===== src/hw/rtl/assert_macros.svh =====
// Assertion macros shared by the RTL modules.
`ifndef ASSERT_MACROS_SVH
`define ASSERT_MACROS_SVH
// Property checked on every rising clk edge, quiet while arst_n is low.
`define ASSERT_CLK(lbl, prop, msg) \
	lbl: assert property (@(posedge clk) disable iff (!arst_n) (prop)) else $error(msg);
// Condition that must never be seen on a rising clk edge.
`define ASSERT_NEVER(lbl, cond, msg) \
	lbl: assert property (@(posedge clk) disable iff (!arst_n) !(cond)) else $error(msg);
`endif


===== src/hw/rtl/cpr_divlane.sv =====
// Pipelined restoring divider: one quotient bit per register stage.
`default_nettype none
`include "assert_macros.svh"
module cpr_divlane #(
	parameter int DW     = 24,
	parameter int STEPS  = 16,
	parameter int SIDE_W = 1
) (
	input  logic              clk,
	input  logic              arst_n,
	input  logic              in_valid,
	input  logic [DW-1:0]     in_rem,
	input  logic [DW-1:0]     in_div,
	input  logic [STEPS-1:0]  in_bits,
	input  logic [SIDE_W-1:0] in_side,
	output logic              out_valid,
	output logic [DW-1:0]     out_rem,
	output logic [STEPS-1:0]  out_quo,
	output logic [SIDE_W-1:0] out_side
);

	logic [STEPS-1:0]  vld_s;
	logic [DW-1:0]     rem_s  [STEPS];
	logic [DW-1:0]     div_s  [STEPS];
	logic [STEPS-1:0]  bits_s [STEPS];
	logic [STEPS-1:0]  quo_s  [STEPS];
	logic [SIDE_W-1:0] side_s [STEPS];

	genvar k;
	for (k = 0; k < STEPS; k++) begin : g_step
		logic              pv;
		logic [DW-1:0]     prem;
		logic [DW-1:0]     pdiv;
		logic [STEPS-1:0]  pbits;
		logic [STEPS-1:0]  pquo;
		logic [SIDE_W-1:0] pside;
		logic [DW:0]       trial;
		logic              take;

		if (k == 0) begin : g_head
			assign pv    = in_valid;
			assign prem  = in_rem;
			assign pdiv  = in_div;
			assign pbits = in_bits;
			assign pquo  = '0;
			assign pside = in_side;
		end else begin : g_body
			assign pv    = vld_s[k-1];
			assign prem  = rem_s[k-1];
			assign pdiv  = div_s[k-1];
			assign pbits = bits_s[k-1];
			assign pquo  = quo_s[k-1];
			assign pside = side_s[k-1];
		end

		// shift in next dividend bit, subtract when it fits
		assign trial = {prem, pbits[STEPS-1]};
		assign take  = trial >= {1'b0, pdiv};

		always_ff @(posedge clk or negedge arst_n) begin
			if (!arst_n) begin
				vld_s[k] <= 1'b0;
			end else begin
				vld_s[k] <= pv;
			end
		end

		always_ff @(posedge clk) begin
			rem_s[k]  <= take ? DW'(trial - {1'b0, pdiv}) : DW'(trial);
			div_s[k]  <= pdiv;
			bits_s[k] <= pbits << 1;
			quo_s[k]  <= {pquo[STEPS-2:0], take};
			side_s[k] <= pside;
		end
	end

	assign out_valid = vld_s[STEPS-1];
	assign out_rem   = rem_s[STEPS-1];
	assign out_quo   = quo_s[STEPS-1];
	assign out_side  = side_s[STEPS-1];

	`ASSERT_CLK(a_rem_below_div, (out_valid && div_s[STEPS-1] != '0) |-> (out_rem < div_s[STEPS-1]), "divider remainder not reduced")

endmodule
`default_nettype wire


===== config.mk =====
export PLATFORM = sky130hd
export DESIGN_NAME = cpr_divlane
export DESIGN_NICKNAME = d
export VERILOG_FILES = /design/src/hw/rtl/cpr_divlane.sv
export VERILOG_INCLUDE_DIRS = /design/src /design/src/hw/rtl
export SDC_FILE = /design/constraint.sdc
export NUM_CORES = 2
export LEC_CHECK = 0
export BUFFER_PORTS_ARGS = -buffer_cell sky130_fd_sc_hd__buf_2
export CAP_MARGIN = 20
export CORE_MARGIN = 2
export CORE_UTILIZATION = 36
export DETAILED_ROUTE_END_ITERATION = 12
export SYNTH_ARGS = -nofsm -noshare
export SYNTH_HDL_FRONTEND = slang
export SYNTH_SLANG_ARGS = --single-unit

===== constraint.sdc =====
create_clock -name clk -period 2.7 [get_ports clk]
set_input_delay 0.405 -clock clk [delete_from_list [all_inputs] [get_ports clk]]
set_output_delay 0.405 -clock clk [all_outputs]
set_load 0.005 [all_outputs]

==> flow_summary.json <==
{
  "cpMaxStageDelayCell": "dfxtp_2",
  "end_kind": "flip-flop",
  "clkTransAtPathRegs_ns": 0.06,
  "cts_root_buffer": "clkbuf_16",
  "whs_ns": 0.0848,
  "first_global_vias": 37800,
  "nets": 6355,
  "htreeDepth": 3,
  "cts_tree": "done",
  "max_freq_mhz": 331,
  "area_growth_pct": 44.2,
  "finalWeightedCongestion": 0.928,
  "cp.required_ns": 3.33,
  "ir_worst_vdd_uv": 729,
  "synth_fp_nets": 5132,
  "synthCells": 4664,
  "dp_hpwl_mm": 81.7,
  "antennaDiodeCount": 0,
  "ys_types": 89,
  "power_density_nw_per_um2": 1380,
  "setup_viol": 234,
  "wl_met3_mm": 3.20,
  "period_share_pct": 112,
  "layout-drive-gt1-share_pct": 36.6,
  "worst-path-buf-inv": 11,
  "reg2reg_from": "div_s[0][74]",
  "via_per_inst": 4.84,
  "post-route-drc-count": 0,
  "grt_max_degree": 44,
  "yosys_warnings": 0,
  "vias": 36900,
  "ys_seq_elements": 1032,
  "synth_common_cells": "dfxtp_1 (1016), inv_1 (502), ha_1 (384)",
  "die_x_um": 358,
  "min_from": "in_rem[0]",
  "total_leakage_power_uw": 0.0301,
  "synth_edf_count": 0,
  "finalWorstSetupSlack_ns": -0.318,
  "first_pass_iters": 5,
  "numPortBuffers": 109,
  "clock_sinks": 1032,
  "critical-path-max-stage-delay_ns": 0.34,
  "drt_wl_total_mm": 117,
  "synthMostInstantiatedCell": "dfxtp_1",
  "antenna_found_initial": 0,
  "start_util_pct": 36.4,
  "drtAntennaViolNets": 0,
  "die_y_um": 358,
  "crit_top_cell": "buf_4",
  "hold_viol": 0,
  "dieArea_um2": 128000,
  "synth_top_area_cell": "dfxtp_1",
  "critical_path.top_delay_family": "buffers and inverters",
  "synthTopCellsByArea": "dfxtp_1 (45%), ha_1 (11%), mux2_2 (4.5%)",
  "yosysSeqAreaShare_pct": 46.0,
  "insertion_delay_ns": 0.76,
  "arrival_ns": 3.65,
  "grt_first_pass_wirelength_mm": 181,
  "worstMarginPinSlew_ns": 0.560,
  "track_usage_pct": 17.5,
  "cts_made_buffers": 110,
  "rsz0062_at_grt": "yes",
  "hold_path.class": "input pin to flip-flop",
  "avgRoutedWirePerCell_um": 15.3,
  "grt.overflow.total": 0,
  "slew_violations": 0,
  "cp-start-kind": "flip-flop",
  "design.core.area_um2": 124000,
  "placementRows": 129,
  "drt-met1-wl_mm": 39.8,
  "top_layer_used": "met4",
  "detail_route.iter0.violations": 1143,
  "cts_buffer_depth": 3,
  "synth_top_area_share_pct": 45.1,
  "slew_headroom_pct": 62.5,
  "worstPathMaxFanout": 3,
  "min_period_ns": 3.02,
  "path_class": "flip-flop to flip-flop",
  "clock_skew_ns": 0.0717,
  "setup_tns_ns": -37.14,
  "synthFlopType": "dfxtp_1",
  "ios": 110,
  "wl_met2_mm": 65.3,
  "synthArstFlopShare_pct": 1.55,
  "violations": "negative setup slack",
  "cp_cell_sequence": "inv_2 -> ha_4 -> o21a_1 -> o31ai_4 -> buf_4 -> buf_4 -> buf_4 -> buf_4 -> buf_4 -> buf_4 -> buf_4 -> buf_4 -> buf_4 -> buf_6 -> nand2_2 -> a21o_1 -> a21o_1 -> a21oi_2 -> xnor2_1 -> mux2_4",
  "synth.avg_cell_area_um2": 9.66,
  "critPathLaunch": "div_s[0][74]",
  "syn-cell-area_um2": 45100,
  "outcome": "finished, violations left",
  "max_cap_viol_count": 0
}
-- registers in the layout, indices dropped and copies added (netlist names) --
register and cells:
rem_s 384, div_s 360, quo_s 136, bits_s 120, side_s 16, g_step.pv 15
out_valid 1
-- kinds of logic (layout without fill, tap and decap cells) --
logic type               Yosys count  in the layout  synth area share, %
AO/OA/AOI/OAI                   1137           1137                 16.3
flip-flops                      1032           1032                 46.0
AND/OR/NAND/NOR                 1002           1002                 10.5
buffers and inverters            595           1909                 5.10
adder cells (fa/ha/maj)          400            400                 11.4
XOR/XNOR                         295            295                 5.73
multiplexers                     203            203                 5.02
-- through the flow --
stage	total power (uW)	std cells	setup slack [ns]	util [%]	cell area (um2)
4_1_cts	85800	7556	-0.360	50.6	62700
6_report	89800	7615	-0.318	52.4	65000
2_1_floorplan	48000	4664	-0.142	-	45700
3_5_place_dp	62100	7167	-0.593	44.0	54500
3_3_place_gp	61400	7167	-0.564	44.0	54500
5_1_grt	95900	7615	-0.410	52.4	65000
-- worst register-to-register path: stages (launching register included) --
cell     delay [ns]
dfxtp_2        0.34
inv_2          0.04
ha_4           0.26
o21a_1         0.20
o31ai_4        0.10
buf_4          0.14
buf_4          0.12
buf_4          0.13
buf_4          0.12
buf_4          0.12
buf_4          0.12
buf_4          0.12
buf_4          0.12
buf_4          0.12
buf_6          0.11
nand2_2        0.06
a21o_1         0.13
a21o_1         0.13
a21oi_2        0.05
xnor2_1        0.11
mux2_4         0.26
-- final cells by class --
| cell class | instances | area [um2] |
|---|---|---|
| clock inverters | 59 | 639 |
| multi-input cells | 3037 | 26100 |
| inverters | 503 | 1910 |
| repair buffers | 1203 | 10400 |
| well taps | 1637 | 2050 |
| clock buffers | 144 | 3110 |
| flip-flops and latches | 1032 | 20900 |
| fillers | 10800 | 59000 |
-- cell usage in the layout, fill, tap and decap left out, drive strengths merged, types with 118 or more instances in the layout --
cell type  instances
o21ai            277
mux2             183
dfxtp           1016
a21oi            313
xnor2            177
buf             1126
nor2             269
inv              513
ha               384
clkbuf           155
nand2            296
xor2             118
a21o             149
-- final timing paths --
kind                            endpoint  slack [ns]  cells past startpoint
setup reg to reg           rem_s[0][103]       -0.32                     20
max in group asynchronous   g_step[4].pv        2.32                      2
hold reg to reg            bits_s[0][53]        0.26                      0
setup / recovery           rem_s[0][103]       -0.32                     20
min in group asynchronous      out_valid        0.13                      2
hold / removal               rem_s[0][1]        0.08                      4
-- timing repair --
item                                    4_1_cts  5_1_grt
hold buffers                                 65        2
gates resized for setup                     583      444
buffers inserted                            100       69
endpoints found under the hold margin        80        1
cloned                                       32       14
pin swaps                                   192      211
endpoints found under the setup margin      374      391
-- power breakdown --
group          leakage, uW  internal, uW  switching, uW
Combinational       0.0195         28000          24200
Sequential         0.00875         19900           2540
Clock              0.00183          8770           6430
-- per-layer routing --
layer / vias to the layer above / global-route usage, %
met2: 667 / 35.7
met5: - / 0
li1: 18600 / -
met3: 360 / 2.58
met1: 17200 / 15.4
met4: 0 / 11.8
Power figures use the tool's default switching activity.
