===== config.mk =====
export PLATFORM = sky130hd
export DESIGN_NAME = cpr_ease
export DESIGN_NICKNAME = d
export VERILOG_FILES = /design/src/hw/rtl/assert_macros.svh /design/src/hw/rtl/cpr_ease.sv
export SDC_FILE = /design/constraint.sdc
export NUM_CORES = 1
export LEC_CHECK = 0
export BUFFER_PORTS_ARGS = -buffer_cell sky130_fd_sc_hd__buf_2
export CAP_MARGIN = 20
export CELL_PAD_IN_SITES_DETAIL_PLACEMENT = 1
export CELL_PAD_IN_SITES_GLOBAL_PLACEMENT = 1
export CORE_UTILIZATION = 56
export CTS_CLUSTER_DIAMETER = 30
export CTS_CLUSTER_SIZE = 20
export DETAILED_ROUTE_END_ITERATION = 8
export GPL_TIMING_DRIVEN = 0
export PLACE_DENSITY = 0.94
export SLEW_MARGIN = 5
export SYNTH_ARGS = -nofsm -noshare
export SYNTH_HDL_FRONTEND = slang
export SYNTH_SLANG_ARGS = --single-unit

===== constraint.sdc =====
create_clock -name clk -period 14.5 [get_ports clk]
set_clock_uncertainty 0.05 [all_clocks]
set_input_delay 0.725 -clock clk [delete_from_list [all_inputs] [get_ports clk]]
set_output_delay 0.725 -clock clk [all_outputs]
set_load 0.05 [all_outputs]

===== src/hw/rtl/assert_macros.svh =====
// Assertion macros shared by the RTL modules.
`ifndef ASSERT_MACROS_SVH
`define ASSERT_MACROS_SVH
// Property checked on every rising clk edge, quiet while arst_n is low.
`define ASSERT_CLK(lbl, prop, msg) \
	lbl: assert property (@(posedge clk) disable iff (!arst_n) (prop)) else $error(msg);
// Condition that must never be seen on a rising clk edge.
`define ASSERT_NEVER(lbl, cond, msg) \
	lbl: assert property (@(posedge clk) disable iff (!arst_n) !(cond)) else $error(msg);
`endif


===== src/hw/rtl/cpr_ease.sv =====
// Three-stage cubic in-out easing curve in unsigned fixed point.
`default_nettype none
module cpr_ease #(
	parameter int FRAC_BITS = 16
) (
	input  logic                 clk,
	input  logic [FRAC_BITS-1:0] p,
	output logic [FRAC_BITS:0]   e
);

	localparam int F = FRAC_BITS;
	localparam logic [F:0] ONE = (F+1)'(1) << F;

	logic           half;
	logic [F:0]     x;
	logic [2*F+1:0] sq_full;
	logic [2*F+1:0] cube_full;
	logic [F:0]     x_s1;
	logic [F:0]     sq_s1;
	logic           half_s1;
	logic           zero_s1;
	logic [F:0]     c_s2;
	logic           half_s2;
	logic           zero_s2;
	logic [F:0]     e_s3;

	// stage 1: fold upper half, square
	assign half    = !p[F-1];
	assign x       = half ? {1'b0, p} : {ONE[F-1:0] - p, 1'b0};
	assign sq_full = (2*F+2)'(x) * (2*F+2)'(x);

	always_ff @(posedge clk) begin
		x_s1    <= x;
		sq_s1   <= sq_full[2*F:F];
		half_s1 <= half;
		zero_s1 <= (p == '0);
	end

	// stage 2: cube
	assign cube_full = (2*F+2)'(sq_s1) * (2*F+2)'(x_s1);

	always_ff @(posedge clk) begin
		c_s2    <= cube_full[2*F:F];
		half_s2 <= half_s1;
		zero_s2 <= zero_s1;
	end

	// stage 3: scale and mirror
	always_ff @(posedge clk) begin
		if (zero_s2) begin
			e_s3 <= '0;
		end else if (half_s2) begin
			e_s3 <= {c_s2[F-2:0], 2'b00};
		end else begin
			e_s3 <= ONE - (c_s2 >> 1);
		end
	end

	assign e = e_s3;

endmodule
`default_nettype wire


==> out/results.ini, run 1 <==
[critical_path]
r2r_setup_slack_ns = 6.04
slowest_stage = a21boi_1
critPathLaunchType = primary input
crit_required_ns = 14.69
timing.critical_path.arrival_ns = 10.35
reg2reg_to = c_s2[15]
cp_max_fo = 11
reg2regPathDepth = 23
endpoint_kind = flip-flop
cpPeakStageDelay_ns = 0.81
timing.rr.start = sq_s1[12]
critPathKind = in -> reg

[cells_and_area]
fillers = 3883
finalNetCount = 2781
drive_gt1_share_pct = 3.58
syn2layout_area_growth_pct = 5.76

[timing]
rsz0062_at_grt = no
maxSlewHeadroom_pct = 28.3
timing.setup.tns_ns = 0
tightest_slew_ns = 1.07
min_period_ns = 10.16
drv_slew = 0
fmax_mhz = 98.4
final_hold_viol_count = 0
min_period_over_period_pct = 70.1
setup_viol = 0

[route]
wl_mm = 72.5
wire_per_inst_um = 27.9
drtIter0Drc = 1235
ant_nets = 0
first_pass_iters = 8
drc_errors = 0
drt-vias-per-instance = 6.22
dr_total_vias = 16200

[cts]
cts_root_buf = clkbuf_16
cts_buffers = 9
clockBufferDepth = 2
hold_buffers = 0
cts_tree = built
clkSlewWorstSetupHoldPaths_ns = 0.07
clock-sinks = 72
post_cts_resized = 0
insertion_delay_ns = 0.36
htree_num_levels = 3
postCtsSetupRepairBufs = 0

[synthesis]
syn_area_per_cell_um2 = 8.99
ys_types = 66
syn_area_um2 = 18800
yosysSeqAreaShare_pct = 7.67
netlist_instances = 2090
ys.flop_type = dfxtp_1
yosysWarnings = 0
synthArstFlopShare_pct = 0
synth_edf_count = 0
ys_ff_latch = 72

[hold_path]
min_from = half_s1
hold-path-endpoint = half_s2
whs_path_depth = 0
worstHoldPathType = reg -> reg

[floorplanning]
start_util_pct = 57.3
floorplan.die_area_um2 = 34300
num_io_pins = 34
fp-row-count = 66
core_area_um2 = 32800
die_w_um = 185
chipHeight_um = 185

[grt]
grt_use_total_pct = 44.7
grt_pass1_wl_mm = 111
grt_max_degree = 14
overflow = 0
grt_pass1_vias = 19500
antenna_found_initial = 4

[placement]
dpl.hpwl_mm = 56.7
gp_congestion = 0.917
io_buffer_count = 33

[flow_run]
drv_cap = 0

[status]
status = finished, final reports clean

## layer usage
layer	wire length (um)	up-vias	global-route usage (%)
li1	-	6295	-
met1	22100	8017	42.6
met2	35300	1221	75.8
met3	6690	622	13.3
met4	8430	2	44.2
met5	13	-	0.296
## synth_stat cells (all sizes together), types with 2 or more instances
cell     count  area (um2)
inv        536        2010
fa         410        8210
nand2      296        1110
ha         206        2580
nor2        95         364
and2        92         576
dfxtp       72        1440
clkbuf      66         248
xnor2       46         418
a21oi       45         229
o21ai       25         125
xor2        21         184
nor3        18        95.1
a21o        16         120
nand3       16        85.1
and3        14        87.6
nand2b       9        56.3
a211oi       8        60.1
a31oi        8        50.1
o21a         7        52.6
mux2i        6        76.3
nor4         6        43.8
o211ai       6        45.0
a21boi       5        41.3
clkinv       5        18.8
mux2         5        56.3
or3          5        31.3
or4          5        48.8
buf          4        23.8
nand4        3        18.8
nor3b        3        22.5
or2          3        18.8
a2111o       2        22.5
a211o        2        17.5
a311oi       2        17.5
and4         2        17.5
conb         2        7.51
nor2b        2        12.5
o2111ai      2        17.5
o21bai       2        15.0
o41ai        2        17.5
## cell families (layout without fill, tap and decap cells)
group                    count (synthesis)  count (layout)  share of synthesized area [%]
multiplexers                            11              11                          0.706
AND/OR/NAND/NOR                        572             572                           13.9
XOR/XNOR                                67              67                           3.20
AO/OA/AOI/OAI                          139             139                           4.76
buffers and inverters                  611             661                           12.3
other                                    2              17                         0.0400
flip-flops                              72              72                           7.67
adder cells (fa/ha/maj)                616             616                           57.4
## per-stage QoR
step | cell area, um2 | hold WS (ns) | std cells | worst slack [ns] | utilization [%]
floorplan | 18800 | 0.260 | 2103 | 6.15 | -
global placement | 19600 | 0.261 | 2578 | 5.21 | 59.6
detailed placement | 19600 | 0.266 | 2578 | 4.59 | 59.6
CTS | 19800 | 0.282 | 2594 | 4.94 | 60.5
global route | 19900 | 0.295 | 2595 | 4.19 | 60.6
finish | 19900 | 0.280 | 2597 | 4.34 | 60.6
## worst max path at each step
| stage | from | to | slack, ns | depth (start not counted) |
|---|---|---|---|---|
| after global routing | p[0] | sq_s1[16] | 4.19 | 29 |
| after detailed placement | p[0] | sq_s1[16] | 4.59 | 31 |
| after CTS | p[0] | sq_s1[16] | 4.94 | 31 |
| after floorplan | p[3] | sq_s1[16] | 6.15 | 29 |
| final | p[0] | sq_s1[14] | 4.34 | 29 |
| after global placement | p[0] | sq_s1[16] | 5.21 | 31 |
## layout make-up
class	instances	area [um2]	area share (%)
multi-input cells	1420	15100	76.0
inverters	541	2030	10.2
flip-flops and latches	72	1440	7.26
well taps	442	553	2.78
plain buffers	70	272	1.37
clock buffers	10	229	1.15
repair buffers	34	176	0.888
clock inverters	6	68.8	0.346
diodes	2	5.00	0.0252
## flip-flops by register name, summed over array words and instances, names as in the netlist
name	cells
x_s1	17
c_s2	17
half_s2	1
sq_s1	17
e	17
half_s1	1
zero_s2	1
zero_s1	1
## critical path, delay by kind of cell
family	cells	cell delay [ns]
adder cells (fa/ha/maj)	8	3.64
AO/OA/AOI/OAI	5	2.56
buffers and inverters	8	1.34
XOR/XNOR	2	0.32
AND/OR/NAND/NOR	6	1.74
## layout by cell type, fill, tap and decap left out, types with 14 or more instances in the layout
master / count
a21o_1: 16
a21oi_1: 44
and2_1: 92
and3_1: 14
buf_2: 34
clkbuf_1: 67
conb_1: 15
dfxtp_1: 72
fa_1: 410
ha_1: 206
inv_1: 534
nand2_1: 296
nand3_1: 15
nor2_1: 94
nor3_1: 17
o21ai_0: 24
xnor2_1: 44
xor2_1: 21
Power of run 1 is left out: the tool's default activity adds up to more than one toggle a clock period on the data nets, which glitch-free logic cannot reach.
==> inputs of run 2 (changes only) <==
--- a/config.mk
+++ b/config.mk
@@ -5,16 +5,17 @@
 export SDC_FILE = /design/constraint.sdc
 export NUM_CORES = 1
 export LEC_CHECK = 0
+export ABC_AREA = 1
 export BUFFER_PORTS_ARGS = -buffer_cell sky130_fd_sc_hd__buf_2
 export CAP_MARGIN = 20
 export CELL_PAD_IN_SITES_DETAIL_PLACEMENT = 1
 export CELL_PAD_IN_SITES_GLOBAL_PLACEMENT = 1
-export CORE_UTILIZATION = 56
+export CORE_UTILIZATION = 46
 export CTS_CLUSTER_DIAMETER = 30
 export CTS_CLUSTER_SIZE = 20
 export DETAILED_ROUTE_END_ITERATION = 8
 export GPL_TIMING_DRIVEN = 0
-export PLACE_DENSITY = 0.94
+export PLACE_DENSITY = 0.86
 export SLEW_MARGIN = 5
 export SYNTH_ARGS = -nofsm -noshare
 export SYNTH_HDL_FRONTEND = slang
==> constraint.sdc (replaced) <==
create_clock -name clk -period 9.05 [get_ports clk]
set_clock_uncertainty 0.05 [all_clocks]
set_input_delay 0.4525 -clock clk [delete_from_list [all_inputs] [get_ports clk]]
set_output_delay 0.4525 -clock clk [all_outputs]
set_load 0.05 [all_outputs]
==> out/results.ini, run 2 <==
[timing]
timing.setup.tns_ns = 0  ; unchanged
timing.hold.ws_ns = 0.279  ; -0.00108 ns
tightest_slew_ns = 1.19  ; +0.119 ns
setup_viol = 0  ; unchanged
drv_slew = 0  ; unchanged
fmax_mhz = 137
min_period_over_period_pct = 80.7
min_period_ns = 7.30
rsz0062_at_grt = no
maxSlewHeadroom_pct = 19.7  ; -8.7 points
final_hold_viol_count = 0  ; unchanged

[route]
wl_mm = 62.6  ; -14%
drtIter0Drc = 1196  ; -3.2%
first_pass_iters = 5  ; -3
ant_nets = 0  ; unchanged
drc_errors = 0  ; unchanged
drt-vias-per-instance = 5.28  ; -15%
dr_total_vias = 17200  ; +6.7%
wire_per_inst_um = 19.2  ; -31%

[synthesis]
yosysSeqAreaShare_pct = 7.05  ; -0.62 points
synthArstFlopShare_pct = 0  ; unchanged
syn_area_um2 = 20400  ; +8.9%
syn_area_per_cell_um2 = 7.80  ; -13%
ys_types = 46  ; -30%
ys_ff_latch = 72  ; unchanged
synth_edf_count = 0  ; unchanged
synth_top_cell_by_area = fa_1
yosysWarnings = 0  ; unchanged
netlist_top_cells_count = inv_1 (742), nand2_1 (565), fa_1 (410)
netlist_instances = 2622  ; +25%
synthMostInstantiatedCell = inv_1
synth_top_cell_area_share_pct = 40.1  ; -3.6 points
yosys-top-cells-area = fa_1 (40%), inv_1 (14%), ha_1 (13%)
ys.flop_type = dfxtp_1

[cts]
clkSlewWorstSetupHoldPaths_ns = 0.06  ; about the same
cts_root_buf = clkbuf_16
insertion_delay_ns = 0.36  ; about the same
postCtsSetupRepairBufs = 0  ; unchanged
hold_buffers = 0  ; unchanged
htree_num_levels = 3  ; unchanged
cts_buffers = 9  ; unchanged
clockBufferDepth = 2  ; unchanged
clock-sinks = 72  ; unchanged
post_cts_resized = 0  ; unchanged
cts_tree = built

[cells_and_area]
antennaDiodeCount = 0  ; -2
syn2layout_area_growth_pct = 6.00
drive_gt1_share_pct = 3.88  ; +0.30 points
finalNetCount = 3311  ; +19%
final_common_cell = inv_1
mostFrequentLayoutCells = inv_1 (742), nand2_1 (565), fa_1 (410), ha_1 (206), nor2_1 (172)

[status]
status = finished, final reports clean

[floorplanning]
start_util_pct = 47.1  ; -10 points
die_w_um = 213  ; +15%
chipHeight_um = 213  ; +15%
core_area_um2 = 43500  ; +33%
floorplan.die_area_um2 = 45300  ; +32%
num_io_pins = 34  ; unchanged
fp-row-count = 76  ; +15%

[placement]
io_buffer_count = 32  ; -3.0%
gp_congestion = 0.945  ; +3.0%
dpl.hpwl_mm = 54.7  ; -3.4%

[critical_path]
slowest_stage = fa_1
endpoint_kind = flip-flop
reg2regPathDepth = 22  ; -4.3%
critPathLaunchType = primary input
cp_max_fo = 10  ; -1
crit_required_ns = 9.23  ; -5.46 ns
timing.critical_path.arrival_ns = 7.48  ; -2.87 ns
reg2reg_to = c_s2[9]
cpPeakStageDelay_ns = 0.57  ; -0.24 ns
critPathKind = in -> reg
r2r_setup_slack_ns = 2.25  ; -3.79 ns
timing.rr.start = sq_s1[16]

[grt]
grt_pass1_vias = 19800  ; +1.7%
grt_use_total_pct = 29.6  ; -15 points
overflow = 0  ; unchanged
antenna_found_initial = 0  ; -4
grt_max_degree = 16  ; +2
grt_pass1_wl_mm = 102  ; -8.3%

[hold_path]
worstHoldPathType = reg -> reg
min_from = zero_s1
whs_path_depth = 0  ; unchanged
hold-path-endpoint = zero_s2

[flow_run]
drv_cap = 0  ; unchanged

run 2: cell count changes after synthesis, sizes merged, moves of 9 or more:
cell / before / now
nand2: 296 / 574
inv: 536 / 746
nor2: 95 / 190
and2: 92 / 0
nand3: 16 / 63
o21ai: 25 / 67
xnor2: 46 / 9
a21oi: 45 / 72
and3: 14 / 1
xor2: 21 / 32
nand4: 3 / 13
o21bai: 2 / 12
nand2b: 9 / 0
run 2: area by class of cell:
class                      instances  area (um2)
inverter                         748        2820
clock buffer                       9         225
clock inverter                     7        61.3
timing repair buffer              32         160
multi-input combinational       1730       15900
sequential                        72        1440
fill                            5504       21800
buffer                            85         350
tap                              585         732
run 2: logic make-up after synthesis:
group	Yosys count	share of synthesized area, %
fa+ha+maj	616	52.7
simple gates	865	17.3
buf+inv	833	15.5
compound gates	193	5.60
other cells	2	0.0367
flops	72	7.05
xor+xnor	41	1.76
run 2: per-layer routing:
metal	global-route usage [%]	share of wire, %	vias to the layer above
met5	0	0	-
met4	11.6	4.0	0
met3	4.06	6.9	156
met2	51.0	49	597
met1	37.4	41	8785
li1	-	-	7702
run 2: worst max path at each step:
stage                     from  slack (ns)         to
final                     p[0]        1.75  sq_s1[13]
after CTS                 p[0]        1.92  sq_s1[13]
after global placement    p[0]        1.71  sq_s1[13]
after detailed placement  p[0]        1.55  sq_s1[13]
after global routing      p[0]        1.42  sq_s1[13]
after floorplan           p[0]        2.90  sq_s1[11]
run 2: metrics by stage:
stage | util (%) | instances | cell area [um2] | setup slack, ns
finish | 49.9 | 3268 | 21700 | 1.75
global route | 49.9 | 3268 | 21700 | 1.42
CTS | 49.9 | 3268 | 21700 | 1.92
detailed placement | 49.2 | 3252 | 21400 | 1.55
global placement | 49.2 | 3252 | 21400 | 1.71
floorplan | - | 2635 | 20500 | 2.90
run 2: critical path, delay by kind of cell:
| kind | cells | cell delay (ns) |
|---|---|---|
| adder cells (fa/ha/maj) | 8 | 3.65 |
| buffers and inverters | 8 | 0.87 |
| AND/OR/NAND/NOR | 11 | 1.84 |
| AO/OA/AOI/OAI | 2 | 0.64 |
Power of run 2 is left out for the same reason.
==> inputs of run 3 (changes only) <==
==> constraint.sdc (replaced) <==
create_clock -name clk -period 6.7 [get_ports clk]
set_clock_uncertainty 0.05 [all_clocks]
set_input_delay 0.335 -clock clk [delete_from_list [all_inputs] [get_ports clk]]
set_output_delay 0.335 -clock clk [all_outputs]
set_load 0.05 [all_outputs]
==> out/results.ini, run 3 (synthesized netlist as in run 2, its figures left out) <==
[route]
dr_total_vias = 17300  ; +0.53%
drt-vias-per-instance = 5.29  ; +0.29%
ant_nets = 0  ; unchanged
wire_per_inst_um = 19.5  ; +1.9%
wl_mm = 63.9  ; +2.1%
drtIter0Drc = 1159  ; -3.1%
first_pass_iters = 5  ; unchanged
drc_errors = 0  ; unchanged

[grt]
antenna_found_initial = 1  ; +1
grt_pass1_wl_mm = 102  ; +0.60%
grt_pass1_vias = 19900  ; +0.65%
grt_use_total_pct = 29.8  ; +0.19 points
grt_max_degree = 16  ; unchanged
overflow = 0  ; unchanged

[cts]
clockBufferDepth = 2  ; unchanged
clock-sinks = 72  ; unchanged
insertion_delay_ns = 0.36  ; about the same
clkSlewWorstSetupHoldPaths_ns = 0.06  ; about the same
htree_num_levels = 3  ; unchanged
cts_buffers = 9  ; unchanged
cts_root_buf = clkbuf_16
hold_buffers = 0  ; unchanged
cts_tree = built

[critical_path]
cp_max_fo = 10  ; unchanged
cpLargestDelayFamily = adder cells
cpPeakStageDelay_ns = 0.58  ; about the same
timing.critical_path.arrival_ns = 6.78  ; -0.70 ns
cp_common_cell = fa_1
worst-path-buf-inv = 8  ; unchanged
reg2regPathDepth = 20  ; -9.1%
timing.rr.start = x_s1[8]
reg2reg_to = c_s2[9]
critPathKind = in -> reg
slowest_stage = fa_1
critPathLaunchType = primary input
endpoint_kind = flip-flop
crit_required_ns = 6.89  ; -2.34 ns
r2r_setup_slack_ns = 0.17  ; -2.08 ns

[timing]
maxSlewHeadroom_pct = 40.8  ; +21 points
min_period_ns = 6.59
tightest_slew_ns = 0.881  ; -0.311 ns
setup_viol = 0  ; unchanged
timing.hold.ws_ns = 0.278  ; -0.00102 ns
min_period_over_period_pct = 98.3
drv_slew = 0  ; unchanged
fmax_mhz = 152
final_hold_viol_count = 0  ; unchanged

[cells_and_area]
syn2layout_area_growth_pct = 7.87
fillers = 5472  ; -0.58%
mostFrequentLayoutCells = inv_1 (736), nand2_1 (562), fa_1 (410), ha_1 (200), nor2_1 (162)
final_common_cell = inv_1
finalNetCount = 3318  ; +0.21%
drive_gt1_share_pct = 6.91  ; +3.0 points
multi_input_area_um2 = 16100  ; +1.4%
seqCellArea_um2 = 1440  ; unchanged

[floorplanning]
floorplan.die_area_um2 = 45300  ; unchanged
fp-row-count = 76  ; unchanged
start_util_pct = 47.1  ; unchanged
die_w_um = 213  ; unchanged
chipHeight_um = 213  ; unchanged
num_io_pins = 34  ; unchanged
core_area_um2 = 43500  ; unchanged

[placement]
io_buffer_count = 32  ; unchanged
gp_congestion = 0.945  ; unchanged
dpl.hpwl_mm = 54.7  ; unchanged

[hold_path]
whs_path_depth = 0  ; unchanged
hold-path-endpoint = zero_s2
worstHoldPathType = reg -> reg
min_from = zero_s1

[flow_run]
drv_cap = 0  ; unchanged

[status]
status = finished, final reports clean

run 3: cell types whose count changed in the layout (fill, tap and decap cells not counted), sizes merged:
| cell | before | now |
|---|---|---|
| buf | 43 | 58 |
| clkinvlp | 2 | 5 |
| inv | 750 | 747 |
| clkbuf | 83 | 75 |
| diode | 0 | 1 |
run 3: worst register-to-register path: stages (launching register included):
cell and delay [ns]:
dfxtp_1 0.30, clkbuf_1 0.50, clkbuf_2 0.43, nand2_1 0.15, fa_1 0.59, fa_1 0.45, fa_1 0.60, fa_1 0.45
fa_1 0.49, inv_1 0.05, fa_1 0.43, ha_1 0.41, nand2_1 0.14, nor2_1 0.11, inv_1 0.06, nor3_1 0.50
nand4_1 0.19, nand3b_1 0.26, nand2_1 0.13, nand3_1 0.09, nand2_1 0.05
run 3: how the worst max path moves through the flow:
stage          startpoint  depth (start not counted)         to
5_1_grt              p[2]                         29  sq_s1[13]
3_3_place_gp         p[0]                         28  sq_s1[13]
3_5_place_dp         p[0]                         28  sq_s1[13]
6_report             p[3]                         28  sq_s1[15]
2_1_floorplan        p[0]                         28  sq_s1[11]
4_1_cts           x_s1[9]                         24    c_s2[4]
run 3: routing by layer:
layer | global-route usage [%] | vias up | share of wire [%] | routed length, um
met1 | 37.5 | 8799 | 40 | 25300
met5 | 0 | - | 0 | 0
met3 | 4.15 | 164 | 7.9 | 5020
met4 | 11.8 | 0 | 4.0 | 2560
met2 | 51.3 | 651 | 49 | 31000
li1 | - | 7718 | - | -
run 3: area by class of cell:
| cell class | instances | share of cell area [%] |
|---|---|---|
| Inverter | 748 | 12.8 |
| Tap cell | 585 | 3.32 |
| Multi-Input combinational cell | 1730 | 73.1 |
| Buffer | 76 | 1.60 |
| Clock buffer | 9 | 1.02 |
| Timing Repair Buffer | 48 | 1.33 |
| Sequential cell | 72 | 6.53 |
| Clock inverter | 7 | 0.278 |
| Antenna cell | 1 | 0.0113 |
run 3: stage by stage:
step                      util, %  std cells  instance area (um2)  TNS (ns)  worst slack (ns)
after floorplan                 -       2635                20500         0             0.664
after global placement       49.2       3252                21400     -5.78            -0.524
after detailed placement     49.2       3252                21400     -8.90            -0.679
after CTS                    50.2       3277                21800         0            0.0137
after global routing         50.8       3275                22100    -0.227           -0.0752
final                        50.8       3276                22100         0             0.112
run 3: timing repair:
| action | CTS | global route |
|---|---|---|
| setup buffers | 9 | 7 |
| resized for setup | 9 | 102 |
| pin swaps | 1 | 7 |
| setup endpoints to repair | 15 | 29 |
Power of run 3 is left out for the same reason.
