===== src/hw/rtl/assert_macros.svh =====
// Assertion macros shared by the RTL modules.
`ifndef ASSERT_MACROS_SVH
`define ASSERT_MACROS_SVH
// Property checked on every rising clk edge, quiet while arst_n is low.
`define ASSERT_CLK(lbl, prop, msg) \
	lbl: assert property (@(posedge clk) disable iff (!arst_n) (prop)) else $error(msg);
// Condition that must never be seen on a rising clk edge.
`define ASSERT_NEVER(lbl, cond, msg) \
	lbl: assert property (@(posedge clk) disable iff (!arst_n) !(cond)) else $error(msg);
`endif


===== src/hw/rtl/cpr_pkg.sv =====
// Types, constants and the sine helper for the charging pulse row brightness core.
`default_nettype none
package cpr_pkg;

	localparam int unsigned CPR_ADDR_W   = 5;
	localparam int unsigned CPR_MAX_ROWS = 256;
	localparam int unsigned CPR_ASC_W    = 24;
	localparam int unsigned CPR_CYC_W    = 25;

	// Register map, word index
	typedef enum logic [2:0] {
		REG_STEP  = 3'd0,
		REG_FLASH = 3'd1,
		REG_FADE  = 3'd2,
		REG_BASE  = 3'd3,
		REG_ROWS  = 3'd4,
		REG_HUE   = 3'd5,
		REG_SAT   = 3'd6
	} cpr_reg_t;

	// Animation phase of one beat
	typedef enum logic [1:0] {
		PH_ASC   = 2'd0,
		PH_FLASH = 2'd1,
		PH_FADE  = 2'd2,
		PH_DARK  = 2'd3
	} cpr_phase_t;

	typedef struct packed {
		logic [31:0] now_ms;
		logic [7:0]  row_index;
	} cpr_item_t;

	typedef struct packed {
		logic [7:0] row_echo;
		logic [7:0] brightness;
		logic       lit;
		logic [7:0] hue_out;
		logic [7:0] saturation_out;
	} cpr_result_t;

	// Register values plus derived cycle geometry
	typedef struct packed {
		logic [15:0]          step;
		logic [15:0]          flash;
		logic [15:0]          fade;
		logic [7:0]           base;
		logic [7:0]           hue;
		logic [7:0]           sat;
		logic [8:0]           h;
		logic [CPR_ASC_W-1:0] ascend;
		logic [CPR_CYC_W-1:0] cycle;
	} cpr_cfg_t;

	// Per-beat control that rides down the pipeline
	typedef struct packed {
		logic [7:0] row;
		cpr_phase_t phase;
		logic       row_ok;
		logic       started;
		logic       ramp;
	} cpr_ctl_t;

	// Piecewise-linear sine: base/slope pairs per quarter-wave segment
	localparam logic [7:0] SINE_SEG [8] = '{8'd0, 8'd49, 8'd49, 8'd41,
		8'd90, 8'd27, 8'd117, 8'd10};

	function automatic logic [7:0] sine8(input logic [7:0] theta);
		logic [7:0]  off;
		logic [4:0]  sec;
		logic [1:0]  seg;
		logic [7:0]  b;
		logic [7:0]  m;
		logic [12:0] prod;
		logic [7:0]  y;
		off  = theta[6] ? ~theta : theta;
		sec  = {1'b0, off[3:0]} + {4'd0, theta[6]};
		seg  = off[5:4];
		b    = SINE_SEG[{seg, 1'b0}];
		m    = SINE_SEG[{seg, 1'b1}];
		prod = 13'(m) * 13'(sec);
		y    = prod[11:4] + b;
		if (theta[7]) begin
			y = 8'd0 - y;
		end
		return y + 8'd128;
	endfunction

endpackage
`default_nettype wire


===== src/hw/rtl/cpr_cfg.sv =====
// APB register file and derived cycle geometry.
`default_nettype none
`include "assert_macros.svh"
module cpr_cfg (
	input  logic                            clk,
	input  logic                            arst_n,
	input  logic                            psel,
	input  logic                            penable,
	input  logic                            pwrite,
	input  logic [cpr_pkg::CPR_ADDR_W-1:0]  paddr,
	input  logic [31:0]                     pwdata,
	output logic [31:0]                     prdata,
	output logic                            pready,
	output cpr_pkg::cpr_cfg_t               cfg
);

	import cpr_pkg::*;

	logic [15:0]          step_q;
	logic [15:0]          flash_q;
	logic [15:0]          fade_q;
	logic [7:0]           base_q;
	logic [8:0]           rows_q;
	logic [7:0]           hue_q;
	logic [7:0]           sat_q;
	logic [8:0]           h_q;
	logic [CPR_ASC_W-1:0] ascend_q;
	logic [CPR_CYC_W-1:0] cycle_q;

	cpr_reg_t             idx;
	logic                 wr;
	logic [8:0]           h_c;
	logic [CPR_ASC_W-1:0] ascend_c;
	logic [CPR_CYC_W-1:0] cycle_c;

	assign idx    = cpr_reg_t'(paddr[4:2]);
	assign wr     = psel && penable && pwrite;
	assign pready = 1'b1;

	// register writes
	always_ff @(posedge clk or negedge arst_n) begin
		if (!arst_n) begin
			step_q  <= 16'd40;
			flash_q <= 16'd200;
			fade_q  <= 16'd400;
			base_q  <= 8'd128;
			rows_q  <= 9'd8;
			hue_q   <= 8'd96;
			sat_q   <= 8'd255;
		end else if (wr) begin
			case (idx)
				REG_STEP:  step_q  <= pwdata[15:0];
				REG_FLASH: flash_q <= pwdata[15:0];
				REG_FADE:  fade_q  <= pwdata[15:0];
				REG_BASE:  base_q  <= pwdata[7:0];
				REG_ROWS:  rows_q  <= pwdata[8:0];
				REG_HUE:   hue_q   <= pwdata[7:0];
				REG_SAT:   sat_q   <= pwdata[7:0];
				default: ;
			endcase
		end
	end

	// clamp height, ascend length, whole cycle (never zero)
	always_comb begin
		if (rows_q == 9'd0) begin
			h_c = 9'd1;
		end else if (rows_q > 9'(CPR_MAX_ROWS)) begin
			h_c = 9'(CPR_MAX_ROWS);
		end else begin
			h_c = rows_q;
		end
		ascend_c = CPR_ASC_W'(25'(h_c) * 25'(step_q));
		cycle_c  = CPR_CYC_W'(ascend_c) + CPR_CYC_W'(flash_q) + CPR_CYC_W'(fade_q);
		if (cycle_c == '0) begin
			cycle_c = CPR_CYC_W'(1);
		end
	end

	always_ff @(posedge clk or negedge arst_n) begin
		if (!arst_n) begin
			h_q      <= 9'd8;
			ascend_q <= CPR_ASC_W'(320);
			cycle_q  <= CPR_CYC_W'(920);
		end else begin
			h_q      <= h_c;
			ascend_q <= ascend_c;
			cycle_q  <= cycle_c;
		end
	end

	// read back
	always_comb begin
		case (idx)
			REG_STEP:  prdata = {16'd0, step_q};
			REG_FLASH: prdata = {16'd0, flash_q};
			REG_FADE:  prdata = {16'd0, fade_q};
			REG_BASE:  prdata = {24'd0, base_q};
			REG_ROWS:  prdata = {23'd0, rows_q};
			REG_HUE:   prdata = {24'd0, hue_q};
			REG_SAT:   prdata = {24'd0, sat_q};
			default:   prdata = 32'd0;
		endcase
	end

	always_comb begin
		cfg.step   = step_q;
		cfg.flash  = flash_q;
		cfg.fade   = fade_q;
		cfg.base   = base_q;
		cfg.hue    = hue_q;
		cfg.sat    = sat_q;
		cfg.h      = h_q;
		cfg.ascend = ascend_q;
		cfg.cycle  = cycle_q;
	end

	`ASSERT_CLK(a_rows_written, (wr && idx == REG_ROWS) |=> (rows_q == $past(pwdata[8:0])), "row count write lost")
	`ASSERT_CLK(a_h_range, (h_q != 9'd0) && (h_q <= 9'(CPR_MAX_ROWS)), "clamped height out of range")
	`ASSERT_NEVER(a_cycle_zero, cycle_q == '0, "cycle length zero")

endmodule
`default_nettype wire


===== config.mk =====
export PLATFORM = sky130hd
export DESIGN_NAME = cpr_cfg
export DESIGN_NICKNAME = d
export VERILOG_FILES = /design/src/hw/rtl/cpr_pkg.sv /design/src/hw/rtl/cpr_cfg.sv
export VERILOG_INCLUDE_DIRS = /design/src /design/src/hw/rtl
export SDC_FILE = /design/constraint.sdc
export NUM_CORES = 1
export LEC_CHECK = 0
export BUFFER_PORTS_ARGS = -buffer_cell sky130_fd_sc_hd__buf_4
export CAP_MARGIN = 40
export CELL_PAD_IN_SITES_DETAIL_PLACEMENT = 1
export CELL_PAD_IN_SITES_GLOBAL_PLACEMENT = 1
export CORE_MARGIN = 2
export CORE_UTILIZATION = 48
export DETAILED_ROUTE_END_ITERATION = 10
export GPL_ROUTABILITY_DRIVEN = 0
export GPL_TIMING_DRIVEN = 1
export PLACE_DENSITY = 0.91
export SLEW_MARGIN = 20
export SYNTH_ARGS = -nofsm -noshare
export SYNTH_HDL_FRONTEND = slang
export SYNTH_SLANG_ARGS = --single-unit

===== constraint.sdc =====
create_clock -name clk -period 19.55 [get_ports clk]
set_input_delay 0 -clock clk [delete_from_list [all_inputs] [get_ports clk]]
set_output_delay 0 -clock clk [all_outputs]
set_load 0.01 [all_outputs]

==> summary.md, run 1 <==
The number of routed nets with antenna violations is 0. In the final routing, the length of wire on met1 measures 16.0 mm. The worst setup path is of the reg -> reg kind. The flow ran to the end, and the final reports show no timing, DRC or antenna violations. TritonCTS built the clock tree. Averaged over all synthesized cells, the footprint is 10.4 sq um.

For the first-pass GRT wire length, the log shows 69.3 mm. The worst-path cell with the longest stage delay was fa_1. The post-synthesis sequential area ratio was 0.311. The share of post-route cells with drive strength above 1 is 0.274, and the per-cell routed wire length is 29.4 um. Setup slack on the critical path of the routed design comes to 10.24 ns. Clock latency on the worst-skew pair, taken at its later pin, is 0.46 ns. In this run, distinct cell masters in the synthesized netlist total 68.

The async set-or-reset flop fraction in the synthesized netlist was 1.00; the global-route usage over all layers was 0.384. The H-tree depth is 4, and the maximum clock skew at final layout is 0.0110 ns. Dominant combinational cell family by area after synthesis: adder cells. Synthesized instance count: 1088. The initial cell density of the core was 0.486. Before antenna repair, the detailed router went through 6 iterations. The via count of the first global-routing pass was 11200; the number of buffers inserted to repair setup after CTS was 0. The final clock period utilization by the worst path is 0.476, and the static leakage power is 6.98 nW.

IR analysis of the VDD net gives a maximum drop of 0.118 mV. The share of power burned in combinational logic came out at 0.658. The count of buffers inserted at the top-level ports works out to 169. Entering global routing, the biggest net connects 86 pins. The cell at the root of the clock tree was clkbuf_16. OpenSTA, run right after detailed placement, puts the worst setup slack at 10.71 ns. Detailed routing placed a total of 4.56 mm of wire on met3. The overall die area was 24800 sq um; the largest fanout of any net on the critical path was 8. From synthesis to final layout, the design area changed by 20.6%.

In the final design database the tool counted 1471 nets. The flip-flop and latch count after synthesis is 139, and the number of enable flip-flop cells after synthesis is 0. For this run, the leading register cell type out of synthesis is dfrtp_1. The share of the synthesized netlist area taken by xor and xnor gates works out to 0.0288. Clock-pin slew was measured on the worst setup and hold paths at 0.07 ns.

The detailed router finished its first iteration with 1206 violations. STA classifies the critical path startpoint as a flop. Die boundary width: 157 um.

Data on the critical path arrives at its endpoint at 9.66 ns. The initialized floorplan defines 56 standard-cell rows. The shortest period the worst path allows came out at 9.31 ns. Setup repair after global routing left no endpoint under its margin. For the worst setup path, the data required time is 19.90 ns. For the pin with the worst max-slew slack, the measured transition is 0.890 ns. Simple-gate area share of the yosys netlist: 0.125. The design draws 2.45 mW.

The worst slew margin relative to its limit is 0.401. After clock tree synthesis, the repair step resized 0 gates. The proportion of synthesized area in mux cells is 0.102. Share of synthesized cell area in full adder, half adder and majority cells: 0.269. The tightest min-delay check is of the in -> reg type.

In this run, CTS created clock tree buffers numbering 17. The routed design has 46.7 mm of wire. For this design the top-level I/O count stands at 205. Signal routing reaches up to met4. Power spread over the standard cell area amounts to 180 nW/um^2. Number of max-slew violations in the final report: 0. The total of endpoints with negative setup slack in the final report was 0; the routed via count divided by cell count was 6.30. Max-cap violations in this run came to 0. In the detailed route, the total length drawn on met2 is 22.2 mm. Timing would allow up to 107 MHz. The total of warnings raised by yosys came out at 0. The total overflow left after global routing is 0. After synthesis the cells add up to 11300 sq um.

STA classifies the critical path endpoint as a flop. The run gives 0 as the count of final hold-check violations. Measured along the y axis, the die boundary spans 157 um. The final antenna diode count was 0. The logs give 0.586 for the post-route core utilization and 23300 sq um for the placeable core region. Adding up every negative setup slack in the final design gives 0 ns. The final routed DRC violation total was 0. After legalization and detailed placement, the total HPWL measured 29.7 mm. The switching part of the total is 0.514, and the peak per-stage delay on the critical path is 0.79 ns. The tree built by TritonCTS fans out to 139 sinks. Net switching power: 1.26 mW. Total vias in the final route: 9997. The run gives 0.140 as the proportion of power drawn by the clock network. The internal power of the cells totals 1.19 mW. The number of antenna violations at the first check in global routing is 1, and the sequential fraction of design power is 0.202. The clock passes through at most 2 buffers. The compound-gate portion of the synthesized area came out at 0.0821.
kinds of logic (layout without fill, tap and decap cells):
family                   after synthesis  in the layout
XOR/XNOR                              35             35
AO/OA/AOI/OAI                        133            133
adder cells (fa/ha/maj)              174            174
buffers and inverters                227            392
multiplexers                          99             99
AND/OR/NAND/NOR                      279            279
flip-flops                           139            139
other                                  2             17
repair_timing:
action                                  in CTS  in global routing
hold buffers                                17                  1
endpoints found under the hold margin      147                 10
endpoints found under the setup margin       0                  0
cell usage in the layout (no fill, tap or decap), types with 5 or more instances in the layout:
cell type	n
dfrtp_1	111
nand4_1	7
nand2_1	95
a31oi_1	11
o21ai_0	24
a21o_1	13
nand3_1	8
dlygate4sd3_1	18
nor2b_1	12
clkbuf_16	17
mux2i_1	14
mux4_2	5
nand2b_1	5
conb_1	17
mux2_2	80
a21oi_1	37
ha_1	59
and3_1	7
or2_2	6
buf_4	183
fa_1	115
xnor2_1	22
inv_1	156
xor2_1	12
or3_1	6
inv_6	6
dfstp_2	28
and2_1	74
nor2_1	42
stage by stage:
step	cell area, sq um	hold WS, ns	instances
2_1_floorplan	11400	-0.296	1103
3_3_place_gp	12800	0.112	1531
3_5_place_dp	12800	0.120	1534
4_1_cts	13600	0.232	1583
5_1_grt	13600	0.232	1587
6_report	13600	0.249	1587
cell usage after synthesis, types with 4 or more instances:
library cell | number | area [sq um]
a21o_1 | 13 | 97.6
a21oi_1 | 37 | 185
a22oi_1 | 4 | 30.0
a31oi_1 | 11 | 68.8
and2_1 | 74 | 463
and3_1 | 7 | 43.8
and4_1 | 4 | 35.0
buf_1 | 4 | 15.0
buf_4 | 17 | 128
clkbuf_1 | 49 | 184
dfrtp_1 | 111 | 2780
dfstp_2 | 28 | 736
fa_1 | 115 | 2300
ha_1 | 59 | 738
inv_1 | 156 | 586
mux2_2 | 80 | 901
mux2i_1 | 14 | 140
mux4_2 | 5 | 113
nand2_1 | 95 | 357
nand2b_1 | 5 | 31.3
nand3_1 | 8 | 40.0
nand4_1 | 7 | 43.8
nor2_1 | 42 | 158
nor2b_1 | 12 | 75.1
nor3_1 | 4 | 20.0
o2111ai_1 | 4 | 35.0
o21a_1 | 4 | 30.0
o21ai_0 | 24 | 120
or2_2 | 6 | 37.5
or3_1 | 6 | 37.5
xnor2_1 | 22 | 193
xor2_1 | 12 | 105
power by group through the flow:
stage	Sequential [mW]	Clock (mW)	Combinational [mW]
after floorplan	0.483	0	0.920
after global placement	0.479	0	1.31
after detailed placement	0.486	0	1.45
after CTS	0.485	0.338	1.53
after global routing	0.499	0.353	1.70
final	0.495	0.344	1.61
routing by layer:
metal,track usage,up-vias
li1,-,3841
met1,0.441,5059
met2,0.616,771
met3,0.100,326
met4,0.289,0
met5,0,-
critical path: cells and delay by family (launching register included):
family,cells,cell delay (ns)
AOI/OAI and AO/OA,8,2.24
xor gates and xnor gates,2,0.51
adders and majority gates,8,3.66
buffers and inverters,3,0.34
DFF,1,0.44
and+or+nand+nor,6,2.01
area by class of cell:
| cell class | instances | area [sq um] |
|---|---|---|
| Timing Repair Buffer | 204 | 1620 |
| Fill cell | 2513 | 9640 |
| Clock inverter | 14 | 149 |
| Clock buffer | 18 | 439 |
| Sequential cell | 139 | 3510 |
| Inverter | 156 | 586 |
| Tap cell | 319 | 399 |
| Multi-Input combinational cell | 737 | 6920 |
final timing paths:
path / start / end / slack (ns) / cells after the start
worst max-delay path: rows_q[1] / cycle_q[0] / 10.24 / 27
worst min-delay path: pwrite / hue_q[0] / 0.25 / 4
worst max register to register: rows_q[1] / cycle_q[0] / 10.24 / 27
worst min register to register: base_q[3] / base_q[3] / 0.57 / 1
max in group asynchronous: arst_n / ascend_q[18] / 17.73 / 5
min in group asynchronous: arst_n / base_q[1] / 0.47 / 3
sequential cells by signal (all words and copies together) (netlist names):
name and cells:
cycle_q 25, ascend_q 24, fade_q 16, flash_q 16, step_q 16, h_q 9, rows_q 9, base_q 8
hue_q 8, sat_q 8
No activity file was read; power rests on OpenSTA's default activity.
==> run 2: changes to the inputs <==
--- a/config.mk
+++ b/config.mk
@@ -11,11 +11,11 @@
 export CELL_PAD_IN_SITES_DETAIL_PLACEMENT = 1
 export CELL_PAD_IN_SITES_GLOBAL_PLACEMENT = 1
 export CORE_MARGIN = 2
-export CORE_UTILIZATION = 48
+export CORE_UTILIZATION = 45
 export DETAILED_ROUTE_END_ITERATION = 10
 export GPL_ROUTABILITY_DRIVEN = 0
 export GPL_TIMING_DRIVEN = 1
-export PLACE_DENSITY = 0.91
+export PLACE_DENSITY = 0.86
 export SLEW_MARGIN = 20
 export SYNTH_ARGS = -nofsm -noshare
 export SYNTH_HDL_FRONTEND = slang
==> constraint.sdc (replaced) <==
create_clock -name clk -period 9.59 [get_ports clk]
set_input_delay 0 -clock clk [delete_from_list [all_inputs] [get_ports clk]]
set_output_delay 0 -clock clk [all_outputs]
set_load 0.01 [all_outputs]
==> summary.md, run 2 (synthesized netlist as in run 1, its figures left out) <==
The pin slew with the least headroom to its limit is 0.880 ns (-0.00969 ns), and the largest fanout of any net on the critical path is 5 (-3). The capturing point of the worst reg2reg path was cycle_q[0]. The critical path is of the reg -> reg type. The run gives 6.96 nW (-0.29%) as the static leakage power. The layout-stage area growth over the synthesis result was 20.3%.

The startpoint identified for the worst register-to-register timing path is rows_q[1]. The tools report the I/O pin count as 205 (unchanged). The power density of the placed cells is 345 nW/um^2 (+92%). Worst-path cell with the longest stage delay: fa_1. Maximum resistive drop on vdd: 0.199 mV (+68%). The run gives 5 (-1) as the number of optimization iterations in the first detailed-route pass. The logs give 0 (unchanged) for the overflow left after global routing and 9.92 ns (-9.98 ns) for the worst endpoint required time. The tools report the number of buffers added to fix hold violations after cts as 17 (unchanged). In this run the worst hold path is classified as in -> async. The first-pass GRT wire length came out at 58.7 mm (-15%). The highest achievable clock rate came out at 115 MHz (+6.7%). The final routed DRC violation total is 0 (unchanged). The count of buffers inserted at the top-level ports works out to 169 (unchanged). The register clock-pin slew on the reported worst setup and hold paths is 0.07 ns (about the same), and the maximum number of buffers from clock root to sink is 2 (unchanged). cycle_q holds more flip-flops than any other register. For the count of placed standard cells including taps, the log shows 1537 (+0.20%).

STA classifies the critical path endpoint as a flop. The post-layout net count is 1469 (-0.14%), and the worst slew margin relative to its limit is 0.411 (+0.00937). The placeable core region came out at 24500 sq um (+5.2%). The tree is rooted in a clkbuf_16. The logs give 716 (-41%) for the initial DRC count and 0 (unchanged) for the number of routed nets with antenna violations. The run gives 2655 (+5.7%) as the number of filler cells placed in the layout. The kind of cell with the highest combined delay along the critical path is adder cells. The final clock period utilization by the worst path came out at 0.910 (+0.434). TritonCTS built the clock tree.

The global-route usage over all layers is 0.295 (-0.0894). The die boundary width came out at 162 um (+3.2%). The reg-to-reg setup timing slack came out at 0.87 ns (-9.38 ns). The run gives 0 (unchanged) as the total of endpoints with negative setup slack in the final report.

Count of final hold-check violations: 0 (unchanged). The run gives 94 (+9.3%) as the largest net degree at the start of global routing. The logs give 0.0143 ns (+0.00333 ns) for the maximum clock skew at final layout and 10200 (-9.4%) for the via count of the first global-routing pass.

In the final layout, the registers with the most flip-flops are cycle_q (25), ascend_q (24). The height of the die works out to 162 um (+3.2%). For the latest clock arrival within the worst-skew pair, the log shows 0.45 ns (about the same).

The number of buffers inserted to repair setup after CTS was 0 (unchanged); the number of clock buffers inserted by TritonCTS was 17 (unchanged). Among the stages of the critical path, the cell type that occurs most often is fa_1. The run finished with clean final reports. The flip-flop count of the largest register, all copies and words added was 25 (unchanged).

Most common cell after layout, fill and taps aside: buf_4. The per-cell routed wire length works out to 24.2 um (-18%). The total vias in the final route is 9257 (-7.4%).

The run gives 0 ns (unchanged) as the total negative setup slack. Routed via count divided by cell count: 5.81 (-7.7%). The shortest period the worst path allows was 8.72 ns (-0.582 ns). Peak per-stage delay on the critical path: 0.61 ns (-0.18 ns).

The share of post-route cells with drive strength above 1 works out to 0.273 (-0.000358). Setup repair after global routing left no endpoint under its margin. The tools report the number of max-slew violations in the final report as 0 (unchanged). The number of gates resized after cts is 0 (unchanged), and the number of violations of the max-capacitance limit is 0 (unchanged).

The overall die area came out at 26400 sq um (+6.5%). The number of antenna violations at the first check in global routing was 2 (+1); the arrival time of the worst setup path was 9.06 ns (-0.60 ns). Depth of the most critical reg-to-reg path: 26 (-3.7%). The library cells used most frequently in the layout, excluding fill and tap cells, are 181 x buf_4, 156 x inv_1, 115 x fa_1.

The tools report the H-tree depth as 4 (unchanged). The run gives 57 (+1.8%) as the standard-cell row count. For the final instance count without filler cells, the log shows 1592 (+0.32%). The run gives 139 (unchanged) as the CTS sink count. The tools report the initial cell density of the core as 0.462 (-0.0238). STA classifies the critical path startpoint as a flop. The buffer and inverter count on the worst path is 3 (unchanged). The tools report the HPWL after detailed placement as 26.5 mm (-11%). The total wire length after detailed routing is 38.6 mm (-17%).
-- run 2: changes by cell type in the layout (fill, tap and decap cells not counted), sizes merged --
| cell | delta |
|---|---|
| diode | +2 |
| inv | -2 |
| clkbuf | -1 |
| buf | -1 |
| dlygate4sd3 | -1 |
| clkinvlp | -1 |
| bufinv | -1 |
| clkinv | +5 |
-- run 2: how the worst max path moves through the flow --
stage	to	slack, ns	depth (start not counted)	from
after detailed placement	cycle_q[0]	1.22	23	rows_q[8]
final	cycle_q[0]	0.87	26	rows_q[1]
after floorplan	cycle_q[0]	1.95	27	rows_q[8]
after CTS	cycle_q[0]	1.04	23	rows_q[8]
after global placement	cycle_q[0]	1.36	25	rows_q[8]
after global routing	cycle_q[0]	0.61	27	rows_q[1]
-- run 2: layout make-up --
class                           instances  area (sq um)  area share
Inverter                              156           586      0.0431
Timing Repair Buffer                  202          1590       0.117
Clock inverter                         15           156      0.0115
Multi-Input combinational cell        737          6920       0.509
Clock buffer                           17           425      0.0313
Sequential cell                       139          3510       0.258
Antenna cell                            2          5.00    0.000368
Tap cell                              324           405      0.0298
-- run 2: per-stage QoR --
step / worst slack (ns) / hold slack (ns) / power (mW) / instance area, sq um / utilization
CTS: 1.04 / 0.222 / 4.56 / 13500 / 0.553
floorplan: 1.95 / -0.296 / 2.86 / 11400 / -
global placement: 1.36 / 0.128 / 3.67 / 12800 / 0.522
global route: 0.606 / 0.0718 / 4.97 / 13600 / 0.556
detailed placement: 1.22 / 0.133 / 3.82 / 12800 / 0.523
finish: 0.866 / 0.0485 / 4.69 / 13600 / 0.556
-- run 2: per-layer routing --
layer  track usage  up-vias  routed length [um]
met5             0        -                   0
met4         0.134        0                1610
met3        0.0598      135                2820
met2         0.505      504               19400
met1         0.360     4782               14700
li1              -     3836                   -
-- run 2: report_power, final --
part / internal (mW) / total (mW) / switching (mW)
Sequential: 0.812 / 0.990 / 0.177
Combinational: 1.21 / 3.04 / 1.83
Clock: 0.346 / 0.667 / 0.320
==> run 3: changes to the inputs <==
--- a/config.mk
+++ b/config.mk
@@ -8,7 +8,7 @@
 export LEC_CHECK = 0
 export BUFFER_PORTS_ARGS = -buffer_cell sky130_fd_sc_hd__buf_4
 export CAP_MARGIN = 40
-export CELL_PAD_IN_SITES_DETAIL_PLACEMENT = 1
+export CELL_PAD_IN_SITES_DETAIL_PLACEMENT = 0
 export CELL_PAD_IN_SITES_GLOBAL_PLACEMENT = 1
 export CORE_MARGIN = 2
 export CORE_UTILIZATION = 45
==> summary.md, run 3 (synthesized netlist as in run 1, its figures left out) <==
The layout-stage area growth over the synthesis result came out at 20.4% (about the same). The run gives 1.30 ns (+0.436 ns) as the worst setup slack after layout. For the overflow left after global routing, the log shows 0 (unchanged). The flow ran to the end, and the final reports show no timing, DRC or antenna violations. The largest fanout of any net on the critical path is 27 (+22), and the latest clock arrival within the worst-skew pair is 0.43 ns (-0.02 ns). The run gives 1.30 ns (+0.44 ns) as the reg-to-reg setup timing slack.

The tools report the start point of the critical path as rows_q[8]. The number of buffers inserted to repair setup after CTS is 0 (unchanged), and the final routed DRC violation total is 0 (unchanged). The category of cells accounting for the largest share of critical-path delay was adder cells. The first-pass GRT wire length is 47.1 mm (-20%). The worst slew margin relative to its limit came out at 0.391 (-0.0200). The routed via count divided by cell count was 5.34 (-8.1%). For the H-tree depth, the log shows 4 (unchanged). The tools report the number of optimization iterations in the first detailed-route pass as 5 (unchanged). The sort of element at the end of the critical path is a flop. The worst setup path category is reg -> reg. The buffer and inverter count on the worst path was 4 (+1).

The overall die area was 26400 sq um (unchanged); the register clock-pin slew on the reported worst setup and hold paths was 0.07 ns (about the same). The peak per-stage delay on the critical path was 0.72 ns (+0.11 ns). For the via count of the first global-routing pass, the log shows 8575 (-16%).

The largest net degree at the start of global routing came out at 94 (unchanged). In the layout the commonest cells are 180 x buf_4, 156 x inv_1, 115 x fa_1. The tightest min-delay check is of the in -> async type. For the number of violations of the max-capacitance limit, the log shows 0 (unchanged).

Setup repair after global routing left no endpoint under its margin. The share of post-route cells with drive strength above 1 was 0.272 (-0.00173). In this run the critical register-to-register path is launched from rows_q[8]. The arrival time of the worst setup path is 8.61 ns (-0.45 ns). For the initial DRC count, the log shows 487 (-32%). The tools report the highest achievable clock rate as 121 MHz (+5.3%).

The HPWL after detailed placement was 23.3 mm (-12%). The initial cell density of the core is 0.462 (unchanged), and the standard-cell row count is 57 (unchanged). TritonCTS built the clock tree.

The number of max-slew violations in the final report is 0 (unchanged), and the placeable core region is 24500 sq um (unchanged). For the post-route core utilization, the log shows 0.556 (about the same). The logs give 0.233 (-0.0617) for the global-route usage over all layers and 6.96 nW (about the same) for the static leakage power.

The total negative setup slack came out at 0 ns (unchanged). The run gives 8479 (-8.4%) as the total vias in the final route. The post-layout net count was 1466 (-0.20%); the height of the die was 162 um (unchanged). The tools report the worst endpoint required time as 9.91 ns (about the same).

The number of filler cells placed in the layout was 2177 (-18%); the pin slew with the least headroom to its limit was 0.914 ns (+0.0332 ns). The power density of the placed cells was 327 nW/um^2 (-5.1%). The tools report the CTS sink count as 139 (unchanged). In the final layout, the registers with the most flip-flops are cycle_q (25), ascend_q (24). The total wire length after detailed routing was 30.2 mm (-22%). For the final total power, the log shows 4.45 mW (-5.1%). The slowest stage of the critical path belongs to the cell dfrtp_1.

For the number of routed nets with antenna violations, the log shows 0 (unchanged). The worst setup path is launched from a flop. The run gives 0 (-2) as the number of antenna violations at the first check in global routing.

The worst register-to-register path ends at cycle_q[0]. The shortest period the worst path allows is 8.29 ns (-0.436 ns). The final antenna diode count came out at 0 (-2). The most numerous cell type found on the critical path is fa_1. The pre-CTS setup slack is 1.39 ns (+0.171 ns). The flip-flop count of the largest register, all copies and words added came out at 25 (unchanged).

The run gives 0.0105 ns (-0.00387 ns) as the maximum clock skew at final layout. The register containing the most flip-flops in the final layout is cycle_q. The final clock period utilization by the worst path is 0.864 (-0.0455).

The run gives 0.215 mV (+8.4%) as the maximum resistive drop on vdd. The cell sitting at the root of the clock tree is a clkbuf_16. The depth of the most critical reg-to-reg path works out to 25 (-3.8%). The number of clock buffers inserted by TritonCTS was 17 (unchanged); the per-cell routed wire length was 19.0 um (-22%).

The most common cell after layout, fill and taps aside was buf_4. Maximum number of buffers from clock root to sink: 2 (unchanged). The logs give 205 (unchanged) for the I/O pin count and 0 (unchanged) for the count of final hold-check violations.

Count of buffers inserted at the top-level ports: 169 (unchanged). The die boundary width was 162 um (unchanged). The run gives 0 (unchanged) as the total of endpoints with negative setup slack in the final report.
## run 3: where the power goes
group / leakage (nW) / total [mW] / switching [mW] / internal (mW)
Sequential: 1.70 / 0.983 / 0.171 / 0.812
Clock: 0.300 / 0.703 / 0.304 / 0.399
Combinational: 4.97 / 2.77 / 1.60 / 1.17
Total: 6.96 / 4.45 / 2.07 / 2.38
## run 3: metrics by stage
stage                     std cells  cell area (sq um)  hold slack [ns]
after floorplan                1103              11400           -0.296
final                          1587              13600           0.0466
after detailed placement       1537              12800            0.125
after CTS                      1586              13600            0.224
after global placement         1535              12800            0.128
after global routing           1587              13600           0.0798
## run 3: timing repair
action                                  4_1_cts  5_1_grt
hold endpoints to repair                    151        0
endpoints found under the setup margin        0        0
hold buffers                                 17        0
resized for setup                             0        0
## run 3: area by class of cell
type                    instances  area (sq um)  share of cell area
repair buffers                199          1550               0.114
multi-input cells             737          6920               0.509
well taps                     324           405              0.0298
clock buffers                  17           425              0.0313
clock inverters                15           201              0.0148
flip-flops and latches        139          3510               0.258
inverters                     156           586              0.0431
## run 3: metal layers
layer  track usage  vias to the layer above  part of all wire
li1              -                     3830                 -
met1         0.321                     4281              0.43
met2         0.370                      312              0.47
met3        0.0469                       56             0.072
met4        0.0805                        0             0.027
met5             0                        -                 0
## run 3: worst max path at each step
| stage | endpoint | slack [ns] | cells after the start |
|---|---|---|---|
| after global routing | cycle_q[0] | 0.75 | 25 |
| after floorplan | cycle_q[0] | 1.95 | 27 |
| after global placement | cycle_q[0] | 1.36 | 25 |
| after detailed placement | cycle_q[0] | 1.39 | 25 |
| after CTS | cycle_q[0] | 1.33 | 25 |
| final | cycle_q[0] | 1.30 | 25 |
